==> src/sv/radial_distance_histogram_macros.svh <==
// Assertion macros for the radial distance histogram block.
`ifndef RADIAL_DISTANCE_HISTOGRAM_MACROS_SVH
`define RADIAL_DISTANCE_HISTOGRAM_MACROS_SVH
`ifndef SYNTHESIS
`define RDH_ASSERT_IMP(label, ante, cons) \
  label: assert property (@(posedge clk) disable iff (rst) (ante) |-> (cons)) \
    else $error("rdh assertion failed");
`define RDH_ASSERT_NXT(label, ante, cons) \
  label: assert property (@(posedge clk) disable iff (rst) (ante) |=> (cons)) \
    else $error("rdh assertion failed");
`else
`define RDH_ASSERT_IMP(label, ante, cons)
`define RDH_ASSERT_NXT(label, ante, cons)
`endif
`endif

==> src/sv/rdh_pkg.sv <==
// Shared types and constants of the radial distance histogram block.
package rdh_pkg;

  localparam int MAX_BEADS = 1024;
  localparam int NUM_BINS  = 2048;
  localparam int BEAD_AW   = $clog2(MAX_BEADS);
  localparam int BCNT_W    = $clog2(MAX_BEADS + 1);
  localparam int HIST_AW   = $clog2(NUM_BINS);
  localparam int CNT_W     = 10;
  localparam logic [CNT_W-1:0] COUNT_MAX = 10'd1023;
  localparam int SHELL_W   = 13;
  localparam int ROOT_IN_W = 26;
  localparam int KIDX_W    = 11;
  localparam int DENS_W    = 24;
  localparam int DIV_STEPS = DENS_W + 1;
  localparam int DEN_W     = 51;
  // 4/3*pi in Q.24
  localparam logic [26:0] FOUR_THIRDS_PI_Q24 = 27'd70276238;

  typedef struct packed {
    logic signed [23:0] x;
    logic signed [23:0] y;
    logic signed [23:0] z;
  } rdh_pos_t;

  typedef struct packed {
    logic               mode;
    logic signed [23:0] pos_x;
    logic signed [23:0] pos_y;
    logic signed [23:0] pos_z;
    logic               last_bead;
    logic [10:0]        shell_index;
  } rdh_item_t;

  typedef struct packed {
    logic        result_kind;
    logic [9:0]  shell_count;
    logic [23:0] shell_density;
    logic [9:0]  out_of_range;
    logic [10:0] bead_total;
  } rdh_result_t;

  localparam logic MODE_LOAD = 1'b0;
  localparam logic MODE_READ = 1'b1;
  localparam logic KIND_DONE = 1'b0;
  localparam logic KIND_READ = 1'b1;

  typedef enum logic [3:0] {
    S_CLEAR, S_IDLE, S_CTR_RD, S_CTR_LAT, S_SEL, S_BEAD_LAT, S_DIST,
    S_HIST_LAT, S_DONE, S_RD_LAT, S_DENS, S_RESULT
  } rdh_state_t;

  typedef enum logic [1:0] {D_IDLE, D_SQ, D_SUM, D_ROOT} rdh_dist_state_t;

  typedef enum logic [2:0] {V_IDLE, V_SQ, V_M, V_DEN, V_DIV} rdh_div_state_t;

endpackage

==> src/sv/rdh_density.sv <==
// Shell density: count * 2^16 / (4/3*pi * (3k^2+3k+1)) by restoring division.
module rdh_density (
  input  logic                          clk,
  input  logic                          rst,
  input  logic                          start,
  input  logic [rdh_pkg::KIDX_W-1:0]    k,
  input  logic [rdh_pkg::CNT_W-1:0]     count,
  output logic                          done,
  output logic [rdh_pkg::DENS_W-1:0]    density
);

  rdh_pkg::rdh_div_state_t state, state_next;
  logic [rdh_pkg::KIDX_W-1:0] k_q;
  logic [rdh_pkg::CNT_W-1:0]  cnt_q;
  logic [2*rdh_pkg::KIDX_W-1:0] ksq;
  logic [23:0] m;
  logic [49:0] rem;
  logic [rdh_pkg::DEN_W+rdh_pkg::DENS_W-1:0] dsh;
  logic [rdh_pkg::DENS_W:0] q;
  logic [4:0] step;
  logic last_step, fits;

  function automatic logic [rdh_pkg::DEN_W-1:0] FOUR_THIRDS_PI_Q24_m(input logic [23:0] mv);
    FOUR_THIRDS_PI_Q24_m = rdh_pkg::DEN_W'(rdh_pkg::FOUR_THIRDS_PI_Q24 * mv);
  endfunction

  always_comb begin
    state_next = state;
    unique case (state)
      rdh_pkg::V_IDLE: if (start) state_next = rdh_pkg::V_SQ;
      rdh_pkg::V_SQ:   state_next = rdh_pkg::V_M;
      rdh_pkg::V_M:    state_next = rdh_pkg::V_DEN;
      rdh_pkg::V_DEN:  state_next = rdh_pkg::V_DIV;
      rdh_pkg::V_DIV:  if (last_step) state_next = rdh_pkg::V_IDLE;
      default:         state_next = rdh_pkg::V_IDLE;
    endcase
  end

  always_comb begin
    last_step = (state == rdh_pkg::V_DIV) && (step == 5'(rdh_pkg::DIV_STEPS - 1));
    fits      = (75'(rem) >= dsh);
    density   = q[rdh_pkg::DENS_W] ? {rdh_pkg::DENS_W{1'b1}} : q[rdh_pkg::DENS_W-1:0];
  end

  always_ff @(posedge clk) begin
    if (rst) begin
      state <= rdh_pkg::V_IDLE;
      done  <= 1'b0;
    end else begin
      state <= state_next;
      done  <= last_step;
    end
  end

  always_ff @(posedge clk) begin
    if (start && state == rdh_pkg::V_IDLE) begin
      k_q   <= k;
      cnt_q <= count;
    end
    if (state == rdh_pkg::V_SQ) ksq <= k_q * k_q;
    if (state == rdh_pkg::V_M) m <= 24'(3 * 24'(ksq)) + 24'(3 * 24'(k_q)) + 24'd1;
    if (state == rdh_pkg::V_DEN) begin
      dsh  <= {51'(FOUR_THIRDS_PI_Q24_m(m)), {rdh_pkg::DENS_W{1'b0}}};
      rem  <= {cnt_q, 40'b0};
      q    <= '0;
      step <= '0;
    end
    if (state == rdh_pkg::V_DIV) begin
      if (fits) begin
        rem <= rem - dsh[49:0];
        q   <= {q[rdh_pkg::DENS_W-1:0], 1'b1};
      end else begin
        q   <= {q[rdh_pkg::DENS_W-1:0], 1'b0};
      end
      dsh  <= dsh >> 1;
      step <= step + 5'd1;
    end
  end

endmodule

==> config.mk <==
export PLATFORM = sky130hd
export DESIGN_NAME = rdh_density
export DESIGN_NICKNAME = d
export VERILOG_FILES = /design/src/sv/radial_distance_histogram_macros.svh /design/src/sv/rdh_pkg.sv /design/src/sv/rdh_density.sv
export SDC_FILE = /design/constraint.sdc
export NUM_CORES = 1
export LEC_CHECK = 0
export BUFFER_PORTS_ARGS = -buffer_cell sky130_fd_sc_hd__buf_4
export CORE_ASPECT_RATIO = 1.5
export CORE_UTILIZATION = 55
export CTS_BUF_LIST = sky130_fd_sc_hd__clkbuf_16
export CTS_CLUSTER_SIZE = 8
export DETAILED_ROUTE_END_ITERATION = 16
export PLACE_DENSITY = 0.81
export SKIP_LAST_GASP = 1
export SLEW_MARGIN = 15
export SYNTH_ARGS = -nofsm -noshare
export SYNTH_HDL_FRONTEND = slang
export SYNTH_SLANG_ARGS = --single-unit
==> constraint.sdc <==
create_clock -name clk -period 6.75 [get_ports clk]
set_clock_uncertainty 0.05 [all_clocks]
set_input_delay 0.675 -clock clk [delete_from_list [all_inputs] [get_ports clk]]
set_output_delay 0.675 -clock clk [all_outputs]
set_load 0.03 [all_outputs]
# After elaboration in Yosys (flattened, before gate mapping)
# Index checks and enable logic that the tools add are counted.
# op_classes
n_mul,4
n_mux,14
add_sub_neg,4
n_eq_ne,7
order_cmp,1
reduce_logical,5
# ops
operator,count
two-way mux 50 bit,3
two-way mux 74 bit,2
greater-or-equal comparator 50 x 75 -> 1 bit,1
"multiplier 26 x 24 -> 50 bit, first input constant",1
two-way mux 25 bit,2
subtractor 50 bit,1
"adder 24 x 1 -> 24 bit, second input constant",1
adder 24 x 13 -> 24 bit,1
"multiplier 2 x 22 -> 24 bit, first input constant",1
two-way mux 24 bit,1
multiplier 11 x 11 -> 22 bit,1
case mux 3 bit (5 select lines),1
"multiplier 2 x 11 -> 13 bit, first input constant",1
two-way mux 5 bit,2
"== test 3 x 2 -> 1 bit, second input constant",2
two-way mux 3 bit,2
"adder 5 x 1 -> 5 bit, second input constant",1
"== test 5 bit, second input constant",1
"inequality test 2 bit, second input constant",2
"== test 3 x 1 -> 1 bit, second input constant",1
"== test 3 bit, second input constant",1
zero test 3 bit,1
logical AND 1 bit,2
AND reduction 2 bit,1
2 further kinds,2
# totals
wordCells,46
output_inout_bits,25
reg_bits,226
input_bits,24

# Logic depth before layout (Yosys ltp)
# Gate-level depths: netlist (run 1).
# logic_depth
ltp_word,4
ltp_mapped,26
mapped_depth_nobuf,25

# Worst setup path after synthesis (run 1)
# Ideal clock, no wire load.
# synth_path
path_type,reg2reg
from,register m[13]
to,"register dsh[72] in the netlist's numbering, data pin"
period_less_slack_ns,6.507
slack_ns,0.243
required_time_ns,6.442
path_buffers,1
path_stages_with_launch,23
arrival_time_ns,6.199
path_cell_list,edfxtp_1 fa_1 fa_1 ha_1 fa_1 inv_1 fa_1 fa_1 fa_1 inv_1 ha_1 buf_2 a21o_1 a311oi_1 o211ai_1 and3_1 nand3b_1 a21oi_2 o31a_1 o31ai_1 a221oi_1 mux2i_1 nand2_1
# synth_via
elab_chain_cells,3
# synth_rtl
item,line,text
start: declaration,rdh_density.sv:16,logic [23:0] m;
start signal: assignment,rdh_density.sv:61,if (state == rdh_pkg::V_M) m <= 24'(3 * 24'(ksq)) + 24'(3 * 24'(k_q)) + 24'd1;
multiplier 26 x 24 -> 50 bit,rdh_density.sv:24,FOUR_THIRDS_PI_Q24_m = rdh_pkg::DEN_W'(rdh_pkg::FOUR_THIRDS_PI_Q24 * mv);
two-way mux 74 bit,rdh_density.sv:62,if (state == rdh_pkg::V_DEN) begin
two-way mux 74 bit,rdh_density.sv:68,if (state == rdh_pkg::V_DIV) begin
end signal: assignment,rdh_density.sv:63,"dsh <= {51'(FOUR_THIRDS_PI_Q24_m(m)), {rdh_pkg::DENS_W{1'b0}}};"
end signal: assignment,rdh_density.sv:75,dsh <= dsh >> 1;
end: declaration,rdh_density.sv:18,logic [rdh_pkg::DEN_W+rdh_pkg::DENS_W-1:0] dsh;
# Every way passes these cells. The select of a mux whose other input is x is not followed.
# A chain may end at the register's enable or synchronous reset.

# Final worst setup path (run 1)
# layout_path
from,register m[22]
to,"register dsh[69] in the netlist's numbering, data pin"
# Same word-level chain as after synthesis.

==> summary.md, run 1 <==
| Metric | Value |
|---|---|
| Status | finished, final reports clean |
| WS Path Type | reg2reg |
| Main area contributors after synthesis | ha_1, edfxtp_1, fa_1 |
| DP Cell Count | 3145 |
| Crit-path max cell delay | 560 ps |
| Multiplexer area fraction after synthesis | 0.681% |
| Clock buffer count from CTS | 34 |
| Setup violators final | 0 |
| Synthesized area | 25200 um^2 |
| Final #Nets | 3296 |
| Most frequent cell after synthesis | ha_1 |
| Cell breakdown of the critical path | fa_1 > ha_1 > fa_1 > fa_1 > fa_1 > inv_1 > fa_1 > fa_1 > inv_1 > ha_1 > and3_4 > nand3_1 > o211a_1 > o31a_1 > o31a_1 > o31a_1 > o21ai_2 > buf_4 > xnor2_1 > a21oi_1 |
| Largest family of logic cells by synthesized area | adder cells |
| Hold Path End | k_q[4] |
| DRC violations left | 0 |
| Yosys warns | 0 |
| Detailed Place HPWL | 49600 um |
| Mapped Cells | 2518 |
| Tot GR Track Use | 26.8% |
| Synth Area in XOR/XNOR | 4.45% |
| Number of global-route vias before repair | 19500 |
| Port Buffers | 48 |
| Clock Tree Buf Depth | 3 |
| Share of cells above drive strength 1 | 10.1% |
| Most common cell on crit path | fa_1 |
| Cell Rows | 95 |
| Syn_area_per_cell | 10.0 um^2 |
| Clock Latency Late Sink | 560 ps |
| Ys async rst share | 0% |
| Max_slew headroom | 35.5% |
| Final period utilization | 96.6% |
| Final setup TNS | 0 ps |
| First-pass DRT Iterations | 5 |
| Final Max Slew Viols | 0 |
| CP required | 6970 ps |
| Die width | 177 um |
| Max-cap violation count | 0 |
| Most common flop cell mapped by yosys | edfxtp_1 |
| Final Non-Filler Cells | 3215 |
| Top cell type's share of synthesized area | 21.6% |
| Largest net degree at the start of global routing | 67 |
| Hold Path Depth | 1 |
| Clock Sink Count | 225 |
| Synth cell types | 75 |
| Synth-to-Final Area Change | 9.68% |
| Actual slew at the worst max-slew pin | 966 ps |
| GP Congestion | 1.02 |
| Hold Startpoint | k[4] |
| H-tree depth | 2 |
| Crit Path Max Fanout | 6 |
| Die ar. | 46600 um^2 |
| Initial antenna violation count | 0 |
| Via density | 5.63 |
| Initial Util | 56.0% |
| Routed wire length | 60500 um |
| Compound-gate portion of the synthesized area | 11.9% |
| Crit path launch type | flip-flop |
| Critical R2R Launch | m[22] |
| Sequential-to-total area share from yosys stat | 24.7% |
| Register bit total from synthesis | 225 |
| Reg2reg end | dsh[69] |
| DR iter-0 viols | 855 |
| Max Clk Rate | 153 MHz |
| Die extent in y | 264 um |
| Tmin final | 6520 ps |
| R2R cell count | 20 |
| CP bufs+invs | 3 |
| CTS Hold Bufs | 0 |
| CTS tree | yes |
| Vias post-DR | 18100 |
| Root Driver | clkbuf_16 |
| Final Hold Viols | 0 |
| Global-route wire length before repair | 97800 um |
| Flop2flop setup slack | 230 ps |
| Worst setup EP type | flip-flop |
| DR WL/cell | 18.8 um |
| Hold Path Class | in2reg |
| Ant diodes | 0 |
| Post-Synth Adder-Cell Area | 39.7% |
| Top cells by instance count after synthesis | ha_1, inv_1, fa_1 |
| Crit path DAT | 6730 ps |
| Total global routing overflow | 0 |
| Clock slew at reported path FFs | 60 ps |
| Number of synthesized flops with an enable pin | 170 |
| Post-synth top area cell | ha_1 |
| CP top delay family | adder cells |
| Core ar. | 44900 um^2 |
| IO Count | 49 |
| Post-synthesis simple-gate area fraction | 11.2% |
| Antenna viol nets, final | 0 |
| Slowest cell on the critical path | fa_1 |
worst max-delay path by stage:
stage / endpoint / cells after the start / start / slack, ps
finish: dsh[69] / 20 / m[22] / 230
global route: dsh[73] / 23 / m[22] / -50
CTS: dsh[73] / 20 / m[22] / 20
detailed placement: dsh[73] / 20 / m[22] / 50
global placement: dsh[73] / 20 / m[22] / 140
floorplan: dsh[72] / 22 / m[13] / 240
layer usage:
layer	vias to the layer above	wire length (um)	share of wire (%)	global-route usage (%)
met5	-	0	0	0
met4	0	4560	7.5	18.2
met3	191	1700	2.8	3.44
met2	341	33100	55	51.5
met1	8825	21100	35	26.0
li1	8745	-	-	-
kinds of logic (layout without fill, tap and decap cells):
family,count (synthesis),count (layout)
flops,225,225
xor+xnor,128,128
mux,17,17
compound gates,464,464
simple gates,543,543
other cells,1,2
buf+inv,478,592
fa+ha+maj,662,662
registers in the layout, summed over array words and instances (netlist names):
register  flops
cnt_q        10
done          1
dsh          75
k_q          11
ksq          21
m            24
q            25
rem          50
state         3
step          5
cell usage in the layout, fill, tap and decap left out, types with 9 or more instances in the layout:
cell type / n
a31oi_1: 9
or2_2: 34
a21o_1: 78
nand3_1: 52
clkbuf_16: 34
nor4_1: 12
o21ai_0: 70
inv_1: 432
a21oi_2: 11
o21bai_1: 20
a211oi_1: 12
or3_1: 10
nand2b_1: 15
fa_1: 227
nand3_2: 25
xor2_1: 55
o21ai_2: 10
nor3_1: 25
nand4_1: 17
o21a_1: 23
a21oi_1: 133
nor2_1: 138
buf_4: 120
and2_1: 35
o21ai_1: 33
and3_1: 40
dfxtp_1: 55
xnor2_1: 73
nand2_1: 105
ha_1: 432
mux2i_1: 16
nor2b_1: 14
edfxtp_1: 170
final cells by class:
class / instances / area, um^2
sequential: 225 / 6210
timing repair buffer: 120 / 901
fill: 3646 / 17300
clock inverter: 25 / 140
multi-input combinational: 1816 / 17200
tap: 582 / 728
inverter: 413 / 1550
clock buffer: 34 / 851
per-stage QoR:
step           hold slack [ps]  cell area (um^2)  setup slack (ps)  utilization, %
2_1_floorplan              380             25200               243               -
5_1_grt                    226             27600             -45.5            61.4
3_3_place_gp               391             26400               143            58.9
3_5_place_dp               397             26400              46.8            58.9
4_1_cts                    218             27400              16.1            61.1
6_report                   245             27600               233            61.4
timing repair:
action	CTS	global route
resized for setup	0	16
endpoints found under the setup margin	0	12
setup buffers	0	11
Power of run 1 is left out: the tool's default activity adds up to more than one toggle a clock period on the data nets, which glitch-free logic cannot reach.
==> run 2, diff against run 1 <==
--- a/config.mk
+++ b/config.mk
@@ -12,6 +12,7 @@
 export CTS_CLUSTER_SIZE = 8
 export DETAILED_ROUTE_END_ITERATION = 16
 export PLACE_DENSITY = 0.81
+export RECOVER_POWER = 25
 export SKIP_LAST_GASP = 1
 export SLEW_MARGIN = 15
 export SYNTH_ARGS = -nofsm -noshare
==> summary.md, run 2 (same netlist as run 1, synthesis figures left out) <==
| Metric | Value |
|---|---|
| H-tree depth | 2 |
| Crit-path max cell delay | 560 ps |
| Detailed Place HPWL | 49600 um |
| Number of global-route vias before repair | 19500 |
| Actual slew at the worst max-slew pin | 1720 ps |
| Most common cell on crit path | fa_1 |
| CP top delay family | adder cells |
| Crit path launch type | flip-flop |
| Core ar. | 44900 um^2 |
| Max reg flops | 75 |
| Reg2reg end | dsh[69] |
| Util after Layout | 61.4% |
| Via density | 5.63 |
| GP Congestion | 1.02 |
| Top flop regs | dsh x75, rem x50, q x25 |
| Die ar. | 46600 um^2 |
| CP required | 6970 ps |
| Critical R2R Launch | m[22] |
| Share of cells above drive strength 1 | 9.80% |
| DP Cell Count | 3145 |
| Clock Latency Late Sink | 560 ps |
| DRC violations left | 0 |
| Final #Nets | 3296 |
| Multi-input logic area | 17200 um^2 |
| Max_slew headroom | -14.3% |
| Cell Rows | 95 |
| Slowest cell on the critical path | fa_1 |
| Cell breakdown of the critical path | fa_1 > ha_1 > fa_1 > fa_1 > fa_1 > inv_1 > fa_1 > fa_1 > inv_1 > ha_1 > and3_4 > nand3_1 > o211a_1 > o31a_1 > o31a_1 > o31a_1 > o21ai_2 > buf_4 > xnor2_1 > a21oi_1 |
| CTS tree | yes |
| Die extent in y | 264 um |
| Fill count | 3652 |
| Ant diodes | 0 |
| IO Count | 49 |
| DR WL/cell | 18.8 um |
| Most Used Layer, Global Route | met2 |
| Hold Startpoint | k[10] |
| CTS Hold Bufs | 0 |
| Tot GR Track Use | 26.8% |
| Initial antenna violation count | 0 |
| Max Clk Rate | 154 MHz |
| Hold Path Class | in2reg |
| Clock Tree Buf Depth | 3 |
| Setup violators final | 0 |
| Port Buffers | 48 |
| GR met3 Demand/Resource | 3.44% |
| Final period utilization | 96.5% |
| Crit Path Max Fanout | 6 |
| Hold Path Depth | 1 |
| Clock Sink Count | 225 |
| Final Non-Filler Cells | 3215 |
| Global-route wire length before repair | 97800 um |
| Status | finished, violations left |
| M2 GR Usage | 51.5% |
| Largest Register | dsh |
| Failing checks | max-capacitance violations, max-slew violations |
| Initial Util | 56.0% |
| Final Max Slew Viols | 26 |
| Synth-to-Final Area Change | 9.52% |
| Worst setup EP type | flip-flop |
| Final Hold Viols | 0 |
| Antenna viol nets, final | 0 |
| First-pass DRT Iterations | 5 |
| Clock slew at reported path FFs | 60 ps |
| Total global routing overflow | 0 |
| Vias post-DR | 18100 |
| Tmin final | 6510 ps |
| Hold Path End | k_q[10] |
| Root Driver | clkbuf_16 |
| Max-cap violation count | 1 |
| Register area | 6210 um^2 |
| Largest net degree at the start of global routing | 67 |
| WS Path Type | reg2reg |
| GR met1 Demand/Resource | 26.0% |
| CP bufs+invs | 3 |
| Routed wire length | 60400 um |
| Crit path DAT | 6730 ps |
| R2R cell count | 20 |
| Most frequent cells in the layout | inv_1, ha_1, fa_1 |
| Clock buffer count from CTS | 34 |
| DR iter-0 viols | 901 |
| Die width | 177 um |
| Flop2flop setup slack | 240 ps |
[run 2: cell count changes in the layout (fill, tap and decap cells not counted), sizes merged]
cell	before	now
buf	120	95
clkbuf	34	59
[run 2: layout make-up]
type,instances,area share (%)
multi-input cells,1816,62.4
flip-flops and latches,225,22.5
inverters,413,5.62
repair buffers,120,3.19
clock buffers,34,3.09
well taps,582,2.64
clock inverters,25,0.508
[run 2: worst max path at each step]
stage	cells after the start	from	to	slack, ps
floorplan	22	m[13]	dsh[72]	240
global placement	20	m[22]	dsh[73]	140
detailed placement	20	m[22]	dsh[73]	50
CTS	20	m[22]	dsh[73]	20
global route	23	m[22]	dsh[73]	-50
finish	20	m[22]	dsh[69]	240
[run 2: through the flow]
| step | hold slack (ps) | setup WS (ps) | instance area [um^2] | setup TNS, ps |
|---|---|---|---|---|
| finish | 266 | 239 | 27600 | 0 |
| floorplan | 380 | 243 | 25200 | 0 |
| global placement | 391 | 143 | 26400 | 0 |
| global route | 248 | -45.5 | 27600 | -77.0 |
| CTS | 218 | 16.1 | 27400 | 0 |
| detailed placement | 397 | 46.8 | 26400 | 0 |
[run 2: routing by layer]
metal	vias up	routed length [um]
met3	189	1720
met4	0	4560
met5	-	0
met2	360	33200
met1	8811	21000
li1	8747	-
[run 2: what timing repair did]
action | in CTS | in global routing
buffers inserted | 0 | 11
endpoints found under the setup margin | 0 | 12
hold endpoints to repair | 0 | 0
resized for setup | 0 | 16
Power of run 2 is left out for the same reason.
==> run 3, diff against run 2 <==
--- a/config.mk
+++ b/config.mk
@@ -9,6 +9,7 @@
 export CORE_ASPECT_RATIO = 1.5
 export CORE_UTILIZATION = 55
 export CTS_BUF_LIST = sky130_fd_sc_hd__clkbuf_16
+export CTS_CLUSTER_DIAMETER = 80
 export CTS_CLUSTER_SIZE = 8
 export DETAILED_ROUTE_END_ITERATION = 16
 export PLACE_DENSITY = 0.81
@@ -18,3 +19,4 @@
 export SYNTH_ARGS = -nofsm -noshare
 export SYNTH_HDL_FRONTEND = slang
 export SYNTH_SLANG_ARGS = --single-unit
+export TNS_END_PERCENT = 30
==> constraint.sdc (replaced) <==
create_clock -name clk -period 6.75 [get_ports clk]
set_clock_uncertainty 0.05 [all_clocks]
set_input_delay 0.675 -clock clk [delete_from_list [all_inputs] [get_ports clk]]
set_output_delay 0.675 -clock clk [all_outputs]
set_load 0.1 [all_outputs]
==> summary.md, run 3 (same netlist as run 1, synthesis figures left out) <==
| Metric | Value |
|---|---|
| Status | finished, violations left |
| Failing checks | max-capacitance violations, max-slew violations |
| Area of placed instances | 26400 um^2 |
| Global-route wire length before repair | 97900 um |
| Routed wire length | 60500 um |
| GP Congestion | 1.02 |
| Flop2flop setup slack | 200 ps |
| Slowest cell on the critical path | fa_1 |
| Util after Layout | 61.4% |
| CTS Hold Bufs | 0 |
| Initial antenna violation count | 0 |
| Clock buffer count from CTS | 35 |
| CP required | 6970 ps |
| Die extent in y | 264 um |
| Crit Path Max Fanout | 5 |
| Final period utilization | 97.0% |
| Number of global-route vias before repair | 19500 |
| Hold Path Class | in2reg |
| Antenna viol nets, final | 0 |
| Setup violators final | 0 |
| Cell Rows | 95 |
| Core ar. | 44900 um^2 |
| IO Count | 49 |
| Ant diodes | 0 |
| Max Clk Rate | 153 MHz |
| Clock Tree Buf Depth | 3 |
| DR WL/cell | 18.8 um |
| Most common cell on crit path | fa_1 |
| Largest Register | dsh |
| Vias post-DR | 18100 |
| Die width | 177 um |
| Hold Path Depth | 1 |
| Min setup slack post-route | 200 ps |
| Share of cells above drive strength 1 | 9.83% |
| Via density | 5.64 |
| R2R cell count | 23 |
| Pre-CTS WS | 46.8 ps |
| Final Non-Filler Cells | 3216 |
| Crit path launch type | flip-flop |
| H-tree depth | 2 |
| Hold Path End | k_q[6] |
| Final Hold Viols | 0 |
| Clock Latency Late Sink | 550 ps |
| Largest net degree at the start of global routing | 67 |
| Detailed Place HPWL | 49600 um |
| Initial Util | 56.0% |
| Max_slew headroom | -18.0% |
| Actual slew at the worst max-slew pin | 1770 ps |
| Fill count | 3637 |
| Total global routing overflow | 0 |
| Tot GR Track Use | 26.8% |
| Final instance area | 27600 um^2 |
| Reg2reg end | dsh[69] |
| DR iter-0 viols | 905 |
| GR met3 Demand/Resource | 2.96% |
| CTS tree | yes |
| Hold Startpoint | k[6] |
| Clock Sink Count | 225 |
| First-pass DRT Iterations | 7 |
| Cell breakdown of the critical path | buf_4 > ha_1 > ha_1 > inv_1 > fa_1 > inv_1 > fa_1 > fa_1 > inv_1 > fa_1 > fa_1 > inv_1 > ha_1 > and3_4 > nand3_1 > o211a_1 > o31a_1 > o31a_1 > o31a_1 > o21ai_2 > buf_4 > xnor2_1 > a21oi_1 |
| Most Used Layer, Global Route | met2 |
| M2 GR Usage | 51.4% |
| Critical R2R Launch | m[14] |
| DRC violations left | 0 |
| Clock slew at reported path FFs | 50 ps |
| GR met1 Demand/Resource | 26.1% |
| WS Path Type | reg2reg |
| Max-cap violation count | 1 |
| Root Driver | clkbuf_16 |
| Port Buffers | 48 |
| Max reg flops | 75 |
| Synth-to-Final Area Change | 9.63% |
| Final #Nets | 3296 |
| Crit-path max cell delay | 560 ps |
| Crit path DAT | 6770 ps |
| Top flop regs | dsh x75, rem x50, q x25 |
| Tmin final | 6550 ps |
| Die ar. | 46600 um^2 |
| Most frequent cells in the layout | inv_1, ha_1, fa_1 |
| DP Cell Count | 3145 |
| Worst setup EP type | flip-flop |
| Final Max Slew Viols | 26 |
run 3: layout make-up:
class / instances / area [um^2] / share of cell area [%]
Timing Repair Buffer: 119 / 875 / 3.17
Tap cell: 582 / 728 / 2.64
Clock inverter: 26 / 141 / 0.512
Multi-Input combinational cell: 1816 / 17200 / 62.4
Sequential cell: 225 / 6210 / 22.5
Inverter: 413 / 1550 / 5.62
Clock buffer: 35 / 876 / 3.17
run 3: per-layer routing:
layer / part of all wire [%] / up-vias
met5: 0 / -
met4: 7.8 / 0
met3: 2.8 / 183
met2: 55 / 376
met1: 35 / 8822
li1: - / 8744
run 3: what timing repair did:
item,4_1_cts,5_1_grt
resized for setup,0,15
buffers inserted,0,10
setup endpoints to repair,0,12
run 3: how the worst max path moves through the flow:
stage / cells past startpoint / slack [ps] / startpoint / end
floorplan: 22 / 240 / m[13] / dsh[72]
global placement: 20 / 140 / m[22] / dsh[73]
detailed placement: 20 / 50 / m[22] / dsh[73]
CTS: 20 / 30 / m[22] / dsh[73]
global route: 23 / -30 / m[14] / dsh[73]
finish: 23 / 200 / m[14] / dsh[69]
run 3: metrics by stage:
| stage | setup TNS, ps | hold WS [ps] |
|---|---|---|
| floorplan | 0 | 380 |
| global placement | 0 | 391 |
| detailed placement | 0 | 397 |
| CTS | 0 | 219 |
| global route | -48.9 | 266 |
| finish | 0 | 270 |
run 3: critical path: cells and delay by family (launching register included):
family          cells  cell delay, ps
simple gates        2             300
xor+xnor            1             130
fa+ha+maj           8            3480
buf+inv             6             550
compound gates      6            1300
flops               1             450
Power of run 3 is left out for the same reason.
